<file path="src/design/sus_pkg.sv">
// Shared types and constants for the sorted unique set block.
// No dependencies; every other design file imports this package.
package sus_pkg;

   localparam int VALUE_W  = 32;
   localparam int ACTION_W = 3;
   localparam int POS_W    = 8;
   localparam int ERROR_W  = 2;

   localparam logic [ACTION_W-1:0] ACT_INSERT = 3'd0;
   localparam logic [ACTION_W-1:0] ACT_DELETE = 3'd1;
   localparam logic [ACTION_W-1:0] ACT_TEST   = 3'd2;
   localparam logic [ACTION_W-1:0] ACT_INDEX  = 3'd3;
   localparam logic [ACTION_W-1:0] ACT_CLEAR  = 3'd4;

   localparam logic [ERROR_W-1:0] ERR_OK    = 2'd0;
   localparam logic [ERROR_W-1:0] ERR_RANGE = 2'd1;
   localparam logic [ERROR_W-1:0] ERR_FULL  = 2'd2;

   typedef logic signed [VALUE_W-1:0] value_type;

   // Per-cycle command broadcast to every cell of the chain.
   typedef struct packed {
      logic capture;   // register compare flags for a new transfer
      logic ins;       // open a slot at the insert point and shift right
      logic del;       // close the slot at the hit point and shift left
   } cell_ctl_type;

endpackage

</file>
<file path="src/design/sus_if.sv">
// Valid/ready channel interfaces for request and response transfers.
// Depends on sus_pkg for the payload types.
interface sus_req_if import sus_pkg::*; ();
   logic                valid;
   logic                ready;
   logic [ACTION_W-1:0] action;
   value_type           value;
   logic [POS_W-1:0]    position;

   modport source (output valid, action, value, position, input ready);
   modport sink   (input valid, action, value, position, output ready);
endinterface

interface sus_rsp_if import sus_pkg::*; #(parameter int COUNT_W = 5) ();
   logic               valid;
   logic               ready;
   logic               found;
   value_type          element;
   logic [COUNT_W-1:0] count;
   logic [ERROR_W-1:0] error;

   modport source (output valid, found, element, count, error, input ready);
   modport sink   (input valid, found, element, count, error, output ready);
endinterface

</file>
<file path="src/design/sus_cell.sv">
// One slot of the sorted chain: holds an element, compares it against the
// request, and shifts to or from its neighbors. Depends on sus_pkg.
module sus_cell import sus_pkg::*; #(
   parameter int INDEX = 0
) (
   input  logic             clock,
   input  logic             valid,        // slot lies below the fill count
   input  cell_ctl_type     ctl,
   input  value_type        cmp_value,    // value of the incoming request
   input  logic [POS_W-1:0] position,     // position of the incoming request
   input  value_type        ins_value,    // value being inserted
   input  value_type        left_entry,
   input  logic             left_lt,
   input  value_type        right_entry,
   output value_type        entry,
   output logic             lt,
   output logic             eq,
   output logic             sel
);

   value_type entry_ff, entry_in;
   logic      lt_ff, eq_ff, sel_ff;

   always_ff @(posedge clock) begin
      if (ctl.capture) begin
         lt_ff  <= valid && (entry_ff < cmp_value);
         eq_ff  <= valid && (entry_ff == cmp_value);
         sel_ff <= valid && (position == POS_W'(INDEX));
      end
      entry_ff <= entry_in;
   end

   // Cells below the insert or delete point keep their element.
   always_comb begin
      entry_in = entry_ff;
      if (ctl.ins && !lt_ff) begin
         entry_in = left_lt ? ins_value : left_entry;
      end else if (ctl.del && !lt_ff) begin
         entry_in = right_entry;
      end
   end

   assign entry = entry_ff;
   assign lt    = lt_ff;
   assign eq    = eq_ff;
   assign sel   = sel_ff;

endmodule

</file>
<file path="src/design/sorted_unique_set.sv">
// Top level of the sorted unique set: a chain of compare-and-shift cells
// plus the fill counter and the response register. Depends on sus_pkg,
// sus_if (channel interfaces) and sus_cell.
//
//   channel  | direction | payload
//   ---------+-----------+-----------------------------------------
//   req_if   | in        | action, value, position
//   rsp_if   | out       | found, element, count, error
//
// Each request is handled in steps: the compare flags are first registered in
// every cell, then combined while the chain shifts and the response register
// is loaded. A new request is taken once that final step is done.
// Reset clears the fill count and the handshake state; the stored elements
// are not cleared. When the response register is still full the final
// step waits until that result leaves, and the input stays closed while a
// request is held, so at most one request and one result are in flight.
module sorted_unique_set import sus_pkg::*; #(
   parameter int CAPACITY = 16
) (
   input logic       clock,
   input logic       reset,
   sus_req_if.sink   req_if,
   sus_rsp_if.source rsp_if
);

   // The rsp_if COUNT_W parameter must equal CNT_W.
   localparam int CNT_W = $clog2(CAPACITY + 1);

   // Control state.
   logic             busy_ff, busy_in;
   logic [CNT_W-1:0] fill_ff, fill_in;
   logic             rsp_valid_ff, rsp_valid_in;

   // Request held until its response is formed.
   logic [ACTION_W-1:0] op_ff;
   value_type           value_ff;
   logic                range_ok_ff;

   // Response payload.
   logic             found_ff, found_in;
   value_type        element_ff, element_in;
   logic [CNT_W-1:0] count_ff;
   logic [ERROR_W-1:0] error_ff, error_in;

   logic [CAPACITY-1:0] valid_vec, lt_vec, eq_vec, sel_vec;
   value_type           entry_vec [CAPACITY];

   cell_ctl_type ctl;
   logic         req_fire, out_free, finish, hit, full;
   value_type    read_data;

   assign req_fire     = req_if.valid && req_if.ready;
   assign req_if.ready = !busy_ff;
   assign out_free     = !rsp_valid_ff || rsp_if.ready;
   assign finish       = busy_ff && out_free;
   assign hit          = |eq_vec;
   assign full         = (fill_ff == CNT_W'(CAPACITY));

   assign ctl = '{
      capture: req_fire,
      ins:     finish && (op_ff == ACT_INSERT) && !hit && !full,
      del:     finish && (op_ff == ACT_DELETE) && hit
   };

   // The chain. Cell 0 sees a "smaller" left neighbor so that it takes the
   // new value when the insert point is the head; the last cell reloads
   // itself on a delete, which leaves a slot beyond the fill count.
   for (genvar i = 0; i < CAPACITY; i++) begin : g_cell
      assign valid_vec[i] = (CNT_W'(i) < fill_ff);

      sus_cell #(.INDEX(i)) u_cell (
         .clock       (clock),
         .valid       (valid_vec[i]),
         .ctl         (ctl),
         .cmp_value   (req_if.value),
         .position    (req_if.position),
         .ins_value   (value_ff),
         .left_entry  ((i == 0) ? value_ff : entry_vec[(i == 0) ? 0 : i - 1]),
         .left_lt     ((i == 0) ? 1'b1 : lt_vec[(i == 0) ? 0 : i - 1]),
         .right_entry (entry_vec[(i == CAPACITY - 1) ? i : i + 1]),
         .entry       (entry_vec[i]),
         .lt          (lt_vec[i]),
         .eq          (eq_vec[i]),
         .sel         (sel_vec[i])
      );
   end

   // At most one cell is selected by the position, so an OR picks it out.
   always_comb begin
      read_data = '0;
      for (int i = 0; i < CAPACITY; i++) begin
         if (sel_vec[i]) begin
            read_data = read_data | entry_vec[i];
         end
      end
   end

   always_comb begin
      busy_in      = busy_ff;
      fill_in      = fill_ff;
      rsp_valid_in = rsp_valid_ff;
      found_in     = 1'b0;
      element_in   = '0;
      error_in     = ERR_OK;

      if (rsp_valid_ff && rsp_if.ready) begin
         rsp_valid_in = 1'b0;
      end

      if (finish) begin
         busy_in      = 1'b0;
         rsp_valid_in = 1'b1;
         unique case (op_ff)
            ACT_INSERT: begin
               found_in = hit;
               if (!hit && full) begin
                  error_in = ERR_FULL;
               end else if (!hit) begin
                  fill_in = fill_ff + CNT_W'(1);
               end
            end
            ACT_DELETE: begin
               found_in = hit;
               if (hit) begin
                  fill_in = fill_ff - CNT_W'(1);
               end
            end
            ACT_TEST: begin
               found_in = hit;
            end
            ACT_INDEX: begin
               if (range_ok_ff) begin
                  element_in = read_data;
               end else begin
                  error_in = ERR_RANGE;
               end
            end
            ACT_CLEAR: begin
               fill_in = '0;
            end
            default: begin
            end
         endcase
      end

      if (req_fire) begin
         busy_in = 1'b1;
      end
   end

   always_ff @(posedge clock) begin
      if (reset) begin
         busy_ff      <= 1'b0;
         fill_ff      <= '0;
         rsp_valid_ff <= 1'b0;
      end else begin
         busy_ff      <= busy_in;
         fill_ff      <= fill_in;
         rsp_valid_ff <= rsp_valid_in;
      end
   end

   always_ff @(posedge clock) begin
      if (req_fire) begin
         op_ff       <= req_if.action;
         value_ff    <= req_if.value;
         range_ok_ff <= (req_if.position < POS_W'(fill_ff));
      end
      if (finish) begin
         found_ff   <= found_in;
         element_ff <= element_in;
         count_ff   <= fill_in;
         error_ff   <= error_in;
      end
   end

   assign rsp_if.valid   = rsp_valid_ff;
   assign rsp_if.found   = found_ff;
   assign rsp_if.element = element_ff;
   assign rsp_if.count   = count_ff;
   assign rsp_if.error   = error_ff;

   // The fill count never goes past the capacity.
   a_fill_bound: assert property (@(posedge clock) disable iff (reset)
      fill_ff <= CNT_W'(CAPACITY))
      else $error("fill count exceeds capacity");

   // Elements are unique, so at most one cell can match the value.
   a_one_match: assert property (@(posedge clock) disable iff (reset)
      busy_ff |-> $onehot0(eq_vec))
      else $error("more than one cell matches");

   // The chain is sorted: the smaller-than flags form a run from the head.
   a_sorted: assert property (@(posedge clock) disable iff (reset)
      busy_ff |-> ((lt_vec & (lt_vec + CAPACITY'(1))) == '0))
      else $error("compare flags are not a run from the head");

   // A full-set error is only reported when the set is at capacity.
   a_full_err: assert property (@(posedge clock) disable iff (reset)
      (rsp_valid_ff && error_ff == ERR_FULL) |-> (count_ff == CNT_W'(CAPACITY)))
      else $error("full error reported below capacity");

   // An accepted request always completes into the response register.
   a_finish: assert property (@(posedge clock) disable iff (reset)
      finish |=> rsp_valid_ff)
      else $error("finished request did not load a response");

endmodule
</file>
<file path="src/flat_wrapper.sv">
// flat-port wrapper written by rule: the top's interface ports become plain ports
module sorted_unique_set_flat import sus_pkg::*;
#(
   parameter int CAPACITY = 16
)
  (clock, reset, req_if_valid, req_if_action, req_if_value, req_if_position, req_if_ready, rsp_if_valid, rsp_if_found, rsp_if_element, rsp_if_count, rsp_if_error, rsp_if_ready);
  sus_req_if req_if_i ();
  sus_rsp_if rsp_if_i ();
  input logic clock;
  input logic reset;
  input wire logic [$bits(req_if_i.valid)-1:0] req_if_valid;
  input wire logic [$bits(req_if_i.action)-1:0] req_if_action;
  input wire logic [$bits(req_if_i.value)-1:0] req_if_value;
  input wire logic [$bits(req_if_i.position)-1:0] req_if_position;
  output wire logic [$bits(req_if_i.ready)-1:0] req_if_ready;
  output wire logic [$bits(rsp_if_i.valid)-1:0] rsp_if_valid;
  output wire logic [$bits(rsp_if_i.found)-1:0] rsp_if_found;
  output wire logic [$bits(rsp_if_i.element)-1:0] rsp_if_element;
  output wire logic [$bits(rsp_if_i.count)-1:0] rsp_if_count;
  output wire logic [$bits(rsp_if_i.error)-1:0] rsp_if_error;
  input wire logic [$bits(rsp_if_i.ready)-1:0] rsp_if_ready;
  assign req_if_i.valid = req_if_valid;
  assign req_if_i.action = req_if_action;
  assign req_if_i.value = req_if_value;
  assign req_if_i.position = req_if_position;
  assign req_if_ready = req_if_i.ready;
  assign rsp_if_valid = rsp_if_i.valid;
  assign rsp_if_found = rsp_if_i.found;
  assign rsp_if_element = rsp_if_i.element;
  assign rsp_if_count = rsp_if_i.count;
  assign rsp_if_error = rsp_if_i.error;
  assign rsp_if_i.ready = rsp_if_ready;
  sorted_unique_set #(.CAPACITY(CAPACITY)) u_core (.clock(clock), .reset(reset), .req_if(req_if_i), .rsp_if(rsp_if_i));
endmodule
</file>
<file path="config.mk">
export PLATFORM = sky130hd
export DESIGN_NAME = sorted_unique_set_flat
export DESIGN_NICKNAME = d
export VERILOG_FILES = /design/src/design/sus_pkg.sv /design/src/design/sus_if.sv /design/src/design/sus_cell.sv /design/src/design/sorted_unique_set.sv /design/src/flat_wrapper.sv
export SDC_FILE = /design/constraint.sdc
export NUM_CORES = 2
export LEC_CHECK = 0
export BUFFER_PORTS_ARGS = -buffer_cell sky130_fd_sc_hd__clkbuf_2
export CORE_ASPECT_RATIO = 0.75
export CORE_MARGIN = 2
export CORE_UTILIZATION = 36
export CTS_BUF_LIST = sky130_fd_sc_hd__clkbuf_4
export CTS_CLUSTER_SIZE = 14
export DETAILED_ROUTE_END_ITERATION = 12
export PLACE_DENSITY = 0.48
export RECOVER_POWER = 100
export SKIP_CTS_REPAIR_TIMING = 1
export SLEW_MARGIN = 20
export SYNTH_ARGS = -nofsm -noshare
export SYNTH_HDL_FRONTEND = slang
export SYNTH_SLANG_ARGS = --single-unit
</file>
<file path="constraint.sdc">
create_clock -name clock -period 5.9 [get_ports clock]
set_input_delay 0.59 -clock clock [delete_from_list [all_inputs] [get_ports clock]]
set_output_delay 0.59 -clock clock [all_outputs]
set_load 0.01 [all_outputs]
</file>
-- Word level (Yosys, flattened, before mapping)
Cells that the tools add are included.
- register bits after elaboration: 643
- output and inout bits: 42
- magnitude comparators: 33
- muxes and demuxes: 73
- eq/ne operators: 36
- bitwise gates (word level): 15
- $add $sub $neg: 2
- reductions and logical operators: 131
- operators by type and width (cell ; count):
    $mux 32 ; 61
    $eq 32x32->1 ; 16
    $lt 32x32->1 ; 16
    $or 32x32->32 ; 15
    $logic_and 1x1->1 ; 88
    $eq 8x4->1 const B ; 8
    $lt 4x5->1 const A ; 8
    $reduce_bool 2->1 ; 17
    $eq 8x3->1 const B ; 4
    $logic_not 1->1 ; 20
    $lt 3x5->1 const A ; 4
    $mux 5 ; 4
    $eq 8x2->1 const B ; 2
    $reduce_or 16->1 ; 1
    $pmux 5 s3 ; 1
    $lt 1x5->1 const A ; 2
    $lt 2x5->1 const A ; 2
    $eq 8x1->1 const B ; 1
    $logic_not 8->1 ; 1
    $lt 8x5->1 ; 1
    $eq 3x2->1 const B ; 2
    $add 5x1->5 const B ; 1
    $eq 5x5->1 const B ; 1
    $mux 1 ; 5
    9 further kinds ; 9

-- Logic depth before layout (Yosys ltp)
- depth after elaboration: 31
- gate-level depth with buffers: 10
- mapped depth without buffers: 8

-- By module
A second synthesis with hierarchy kept.
- cells, all modules: 4821
- area, all modules: 47275.3 um^2
- by module, submodules not included (module ; area each (um^2) ; times used ; cells each):
    sus_cell (u_core.g_cell[11].u_cell ...) ; 2581.2 ; 3 ; 266
    sus_cell (u_core.g_cell[5].u_cell ...) ; 2567.5 ; 3 ; 262
    sorted_unique_set ; 6048.3 ; 1 ; 580
    sus_cell (u_core.g_cell[13].u_cell ...) ; 2582.5 ; 2 ; 267
    sus_cell (u_core.g_cell[10].u_cell) ; 2583.7 ; 1 ; 266
    sus_cell (u_core.g_cell[4].u_cell) ; 2582.5 ; 1 ; 266
    sus_cell (u_core.g_cell[0].u_cell) ; 2581.2 ; 1 ; 267
    sus_cell (u_core.g_cell[12].u_cell) ; 2580.0 ; 1 ; 266
    sus_cell (u_core.g_cell[15].u_cell) ; 2580.0 ; 1 ; 267
    sus_cell (u_core.g_cell[3].u_cell) ; 2578.7 ; 1 ; 266
    sus_cell (u_core.g_cell[7].u_cell) ; 2565.0 ; 1 ; 262
    sus_cell (u_core.g_cell[8].u_cell) ; 2565.0 ; 1 ; 263

-- Worst setup path before layout
Ideal clock, no wire load.
- path type: input port to flip-flop
- start: in req_if_valid
- end: reg u_core.g_cell[0].u_cell.eq_ff (enable)
- cell stages on the path: 1
- buffers on the path: 0
- path slack: 1.104 ns
- data arrival time: 4.259 ns
- cells stage by stage: nor2b_1
- longest elaborated chain between the ends: 1
- ends and longest elaborated chain (item ; line ; text):
    start, declared ; flat_wrapper.sv:11 ; input wire logic [$bits(req_if_i.valid)-1:0] req_if_valid;
    $logic_and 1x1->1 ; sorted_unique_set.sv:52 ; assign req_fire = req_if.valid && req_if.ready;
    end signal, assigned ; sus_cell.sv:27 ; eq_ff <= valid && (entry_ff == cmp_value);
    end, declared ; sus_cell.sv:22 ; logic lt_ff, eq_ff, sel_ff;
Every way passes these cells.
A chain may end at the register's enable or synchronous reset.

-- Worst setup path in the final report
- start: reg u_core.g_cell[11].u_cell.eq_ff
- end: reg u_core.g_cell[11].u_cell.entry_ff[11] (enable)
- longest elaborated chain between the ends: 6
- ends and longest elaborated chain (item ; line ; text):
    start, declared ; sus_cell.sv:22 ;
    start signal, assigned ; sus_cell.sv:27 ;
    $reduce_or 16->1 * ; sorted_unique_set.sv:56 ; assign hit = |eq_vec;
    $logic_not 1->1 ; sorted_unique_set.sv:61 ; ins: finish && (op_ff == ACT_INSERT) && !hit && !full,
    $logic_and 1x1->1 (2 in series) ; sorted_unique_set.sv:61 ;
    $logic_and 1x1->1 ; sus_cell.sv:36 ; if (ctl.ins && !lt_ff) begin
    $reduce_bool 2->1 (no line) * ; - ;
    end signal, assigned ; sus_cell.sv:30 ; entry_ff <= entry_in;
    end, declared ; sus_cell.sv:21 ; value_type entry_ff, entry_in;
Every way passes the cells marked *; elsewhere a longest branch is shown, timed or not.

==> results.sh <==
export IMPL_status="finished with violations"
export IMPL_violations="max-capacitance violations, max-slew violations"
export IMPL_grt_pass1_vias=35980
export IMPL_p_total_uw=10890
export IMPL_synth_seq_area_share=0.4345
export IMPL_dieWidth_um=408.9
export IMPL_crit_buf_inv=2
export IMPL_numCtsBuffers=181
export IMPL_ant_nets=0
export IMPL_yosysTopAreaCell="edfxtp_1"
export IMPL_worstSetupPathType="reg2reg"
export IMPL_cts_sinks=643
export IMPL_ys_flop_type="edfxtp_1"
export IMPL_fin_nets=4913
export IMPL_r2r_slack_ns=0.65
export IMPL_max_slew_margin=-1.451
export IMPL_routabilityCongestion=1.010
export IMPL_synth_cell_types=56
export IMPL_fin_crit_ns=5.251
export IMPL_core_area_sq_um=122100
export IMPL_power_density_nw_per_um2=220.7
export IMPL_yosys_area_top_type_share=0.4314
export IMPL_p_leak_uw=0.01919
export IMPL_drtIter0Drc=6211
export IMPL_syn_avg_cell_area_sq_um=10.64
export IMPL_cp_arrival_ns=6.04
export IMPL_rr_startpoint="u_core.g_cell[11].u_cell.eq$_DFFE_PP_"
export IMPL_yosys_warnings=0
export IMPL_worstHoldStart="req_if_position[4]"
export IMPL_clockBufferDepth=3
export IMPL_async_flop_share=0
export IMPL_cts_tree="done"
export IMPL_initial_utilization=0.3627
export IMPL_firstDrtPassIters=9
export IMPL_antenna_found_initial=15
export IMPL_finClkSkew_ns=0.1177
export IMPL_cp_end_kind="flip-flop"
export IMPL_htreeDepth=4
export IMPL_startpoint_type="flip-flop"
export IMPL_drive_gt1_frac=0.1058
export IMPL_vias=39740
export IMPL_path_clk_slew_ns=0.07
export IMPL_die_h_um=307.7
export IMPL_grt_start_max_net_pins=65
export IMPL_viasPerCell=6.483
export IMPL_drcViolationCount=0
export IMPL_hold_viol=0
export IMPL_synth_edf_count=636
export IMPL_hpwl_um=156900
export IMPL_cts_root_buf="clkbuf_4"
export IMPL_syn_inst=4163
export IMPL_numPortBuffers=88
export IMPL_synth_nets=4729
export IMPL_cpPeakStageDelay_ns=0.94
export IMPL_dieArea_sq_um=125800
export IMPL_hp_class="in2reg"
export IMPL_final_max_slew_violation_count=440
export IMPL_wirelength_um=222800
export IMPL_globalRouteTotalUtil=0.3456
export IMPL_cap_violations=18
export IMPL_critPathLaunch="u_core.g_cell[11].u_cell.eq$_DFFE_PP_"
export IMPL_tightest_slew_ns=3.677
export IMPL_grt_overflow_total=0
export IMPL_yosys_top_cells_area="edfxtp_1 43%, ha_1 15%, mux2i_1 10%"
export IMPL_fp_row_count=111
export IMPL_ys_ff_latch=643
export IMPL_rsz0062_at_grt="no"
export IMPL_boundaryPins=89
export IMPL_crit_family="simple AND/OR/NAND/NOR gates"
export IMPL_setup_viol=0
export IMPL_crit_required_ns=6.69
export IMPL_clk_latency_ns=1.25
export IMPL_timing_final_crit_share=0.8899
export IMPL_fillerInstances=12050
export IMPL_netlist_area_sq_um=44270
export IMPL_fmax_mhz=190.5
export IMPL_grt_pass1_wl_um=303500
export IMPL_critPathSlowestCell="nor4_1"
export IMPL_ys_top_cells_by_count="650 x a21oi_1, 636 x edfxtp_1, 519 x ha_1, 519 x nor2_1, 456 x mux2i_1"
export IMPL_critical_path_cell_chain="nor4_1 > nand4_1 > nor3_1 > o21ai_0 > buf_4 > nor2_4 > clkbuf_1"
export IMPL_area_growth_pct=11.43
export IMPL_synth_most_common_cell="a21oi_1"
export IMPL_crit_fanout=18
export IMPL_post_drt_wl_per_cell_um=36.35
export IMPL_vdd_drop_max_v=0.0002349
export IMPL_fin_tns_setup_ns=0
[layout make-up]
cell class	instances	area, sq um	share of cell area
sequential	643	19240	0.3899
multi-input combinational	3215	23860	0.4836
tap	1638	2049	0.04154
clock buffer	276	2072	0.04200
clock inverter	41	244.0	0.004945
timing repair buffer	240	1599	0.03241
inverter	66	247.7	0.005021
antenna	11	27.53	0.0005579
[worst reg2reg max path, cell delays in order, from the launching register on]
cell      delay [ns]
edfxtp_1        0.36
nor4_1          0.94
nand4_1         0.50
nor3_1          0.37
o21ai_0         0.59
buf_4           0.50
nor2_4          0.86
clkbuf_1        0.69
[cell families (layout without fill, tap and decap cells)]
kind of cell,count (synthesis),count (layout),share of synthesized area
compound gates,1166,1166,0.1636
flops,643,643,0.4345
xor+xnor,1,1,0.0001979
simple gates,1008,1008,0.1072
buf+inv,305,623,0.02809
fa+ha+maj,519,519,0.1467
mux,521,521,0.1196
other cells,0,11,0
[state kept, by name, indices dropped and copies added (netlist names)]
signal and flops:
u_core.g_cell.u_cell.entry 512, u_core.rsp_if.element 32, u_core.value_ff 32, u_core.g_cell.u_cell.eq 16, u_core.g_cell.u_cell.lt 16, u_core.g_cell.u_cell.sel 16
u_core.fill_ff 5, u_core.rsp_if.count 5, u_core.op_ff 3, u_core.rsp_if.error 2, u_core.busy_ff 1, u_core.range_ok_ff 1
u_core.rsp_if.found 1, u_core.rsp_if.valid 1
[metrics by stage]
stage          std cells  setup WS [ns]  hold WS (ns)    util  instance area [sq um]
2_1_floorplan       4163          1.104        0.5091       -                  44270
3_3_place_gp        5748         0.7796        0.5532  0.3830                  46750
3_5_place_dp        5752          1.517        0.5776  0.3839                  46870
4_1_cts             6069          1.638       -0.5581  0.4029                  49190
5_1_grt             6126         0.7487      -0.02360  0.4041                  49330
6_report            6130         0.6493      0.004759  0.4041                  49340
[cell usage in the layout, fill, tap and decap left out, types with 42 or more instances in the layout]
cell and count:
nand3_1 42, and4_1 42, nand2_1 134, mux2i_1 456, a221oi_1 120, clkbuf_1 98
inv_1 66, dlygate4sd3_1 48, nand4_1 73, mux2_2 65, clkbuf_4 276, a22o_1 101
a22oi_1 64, a21oi_1 649, buf_4 62, edfxtp_1 636, a21o_1 45, nor2_1 516
ha_1 519, o21ai_0 71
[where the power goes]
| part | leakage (uW) | switching, uW | internal [uW] | total, uW |
|---|---|---|---|---|
| sequential | 0.00586 | 148 | 5040 | 5190 |
| combinational | 0.0119 | 825 | 431 | 1260 |
| clock | 0.00138 | 2200 | 2240 | 4440 |
[path summary, 6_finish.rpt]
check / endpoint / cells past startpoint
max: u_core.g_cell[11].u_cell.entry[11]$_DFFE_PP_ / 7
min: u_core.g_cell[7].u_cell.sel$_DFFE_PP_ / 4
max reg2reg: u_core.g_cell[11].u_cell.entry[11]$_DFFE_PP_ / 7
min reg2reg: u_core.rsp_if.valid$_SDFFE_PP0P_ / 2
[metal layers]
layer	vias up	GRT usage	part of all wire
li1	16690	-	-
met1	19630	0.5154	0.45
met2	2964	0.4536	0.38
met3	442	0.1090	0.13
met4	16	0.1351	0.037
met5	-	0	0.00047
(Power assumes the default switching activity.)
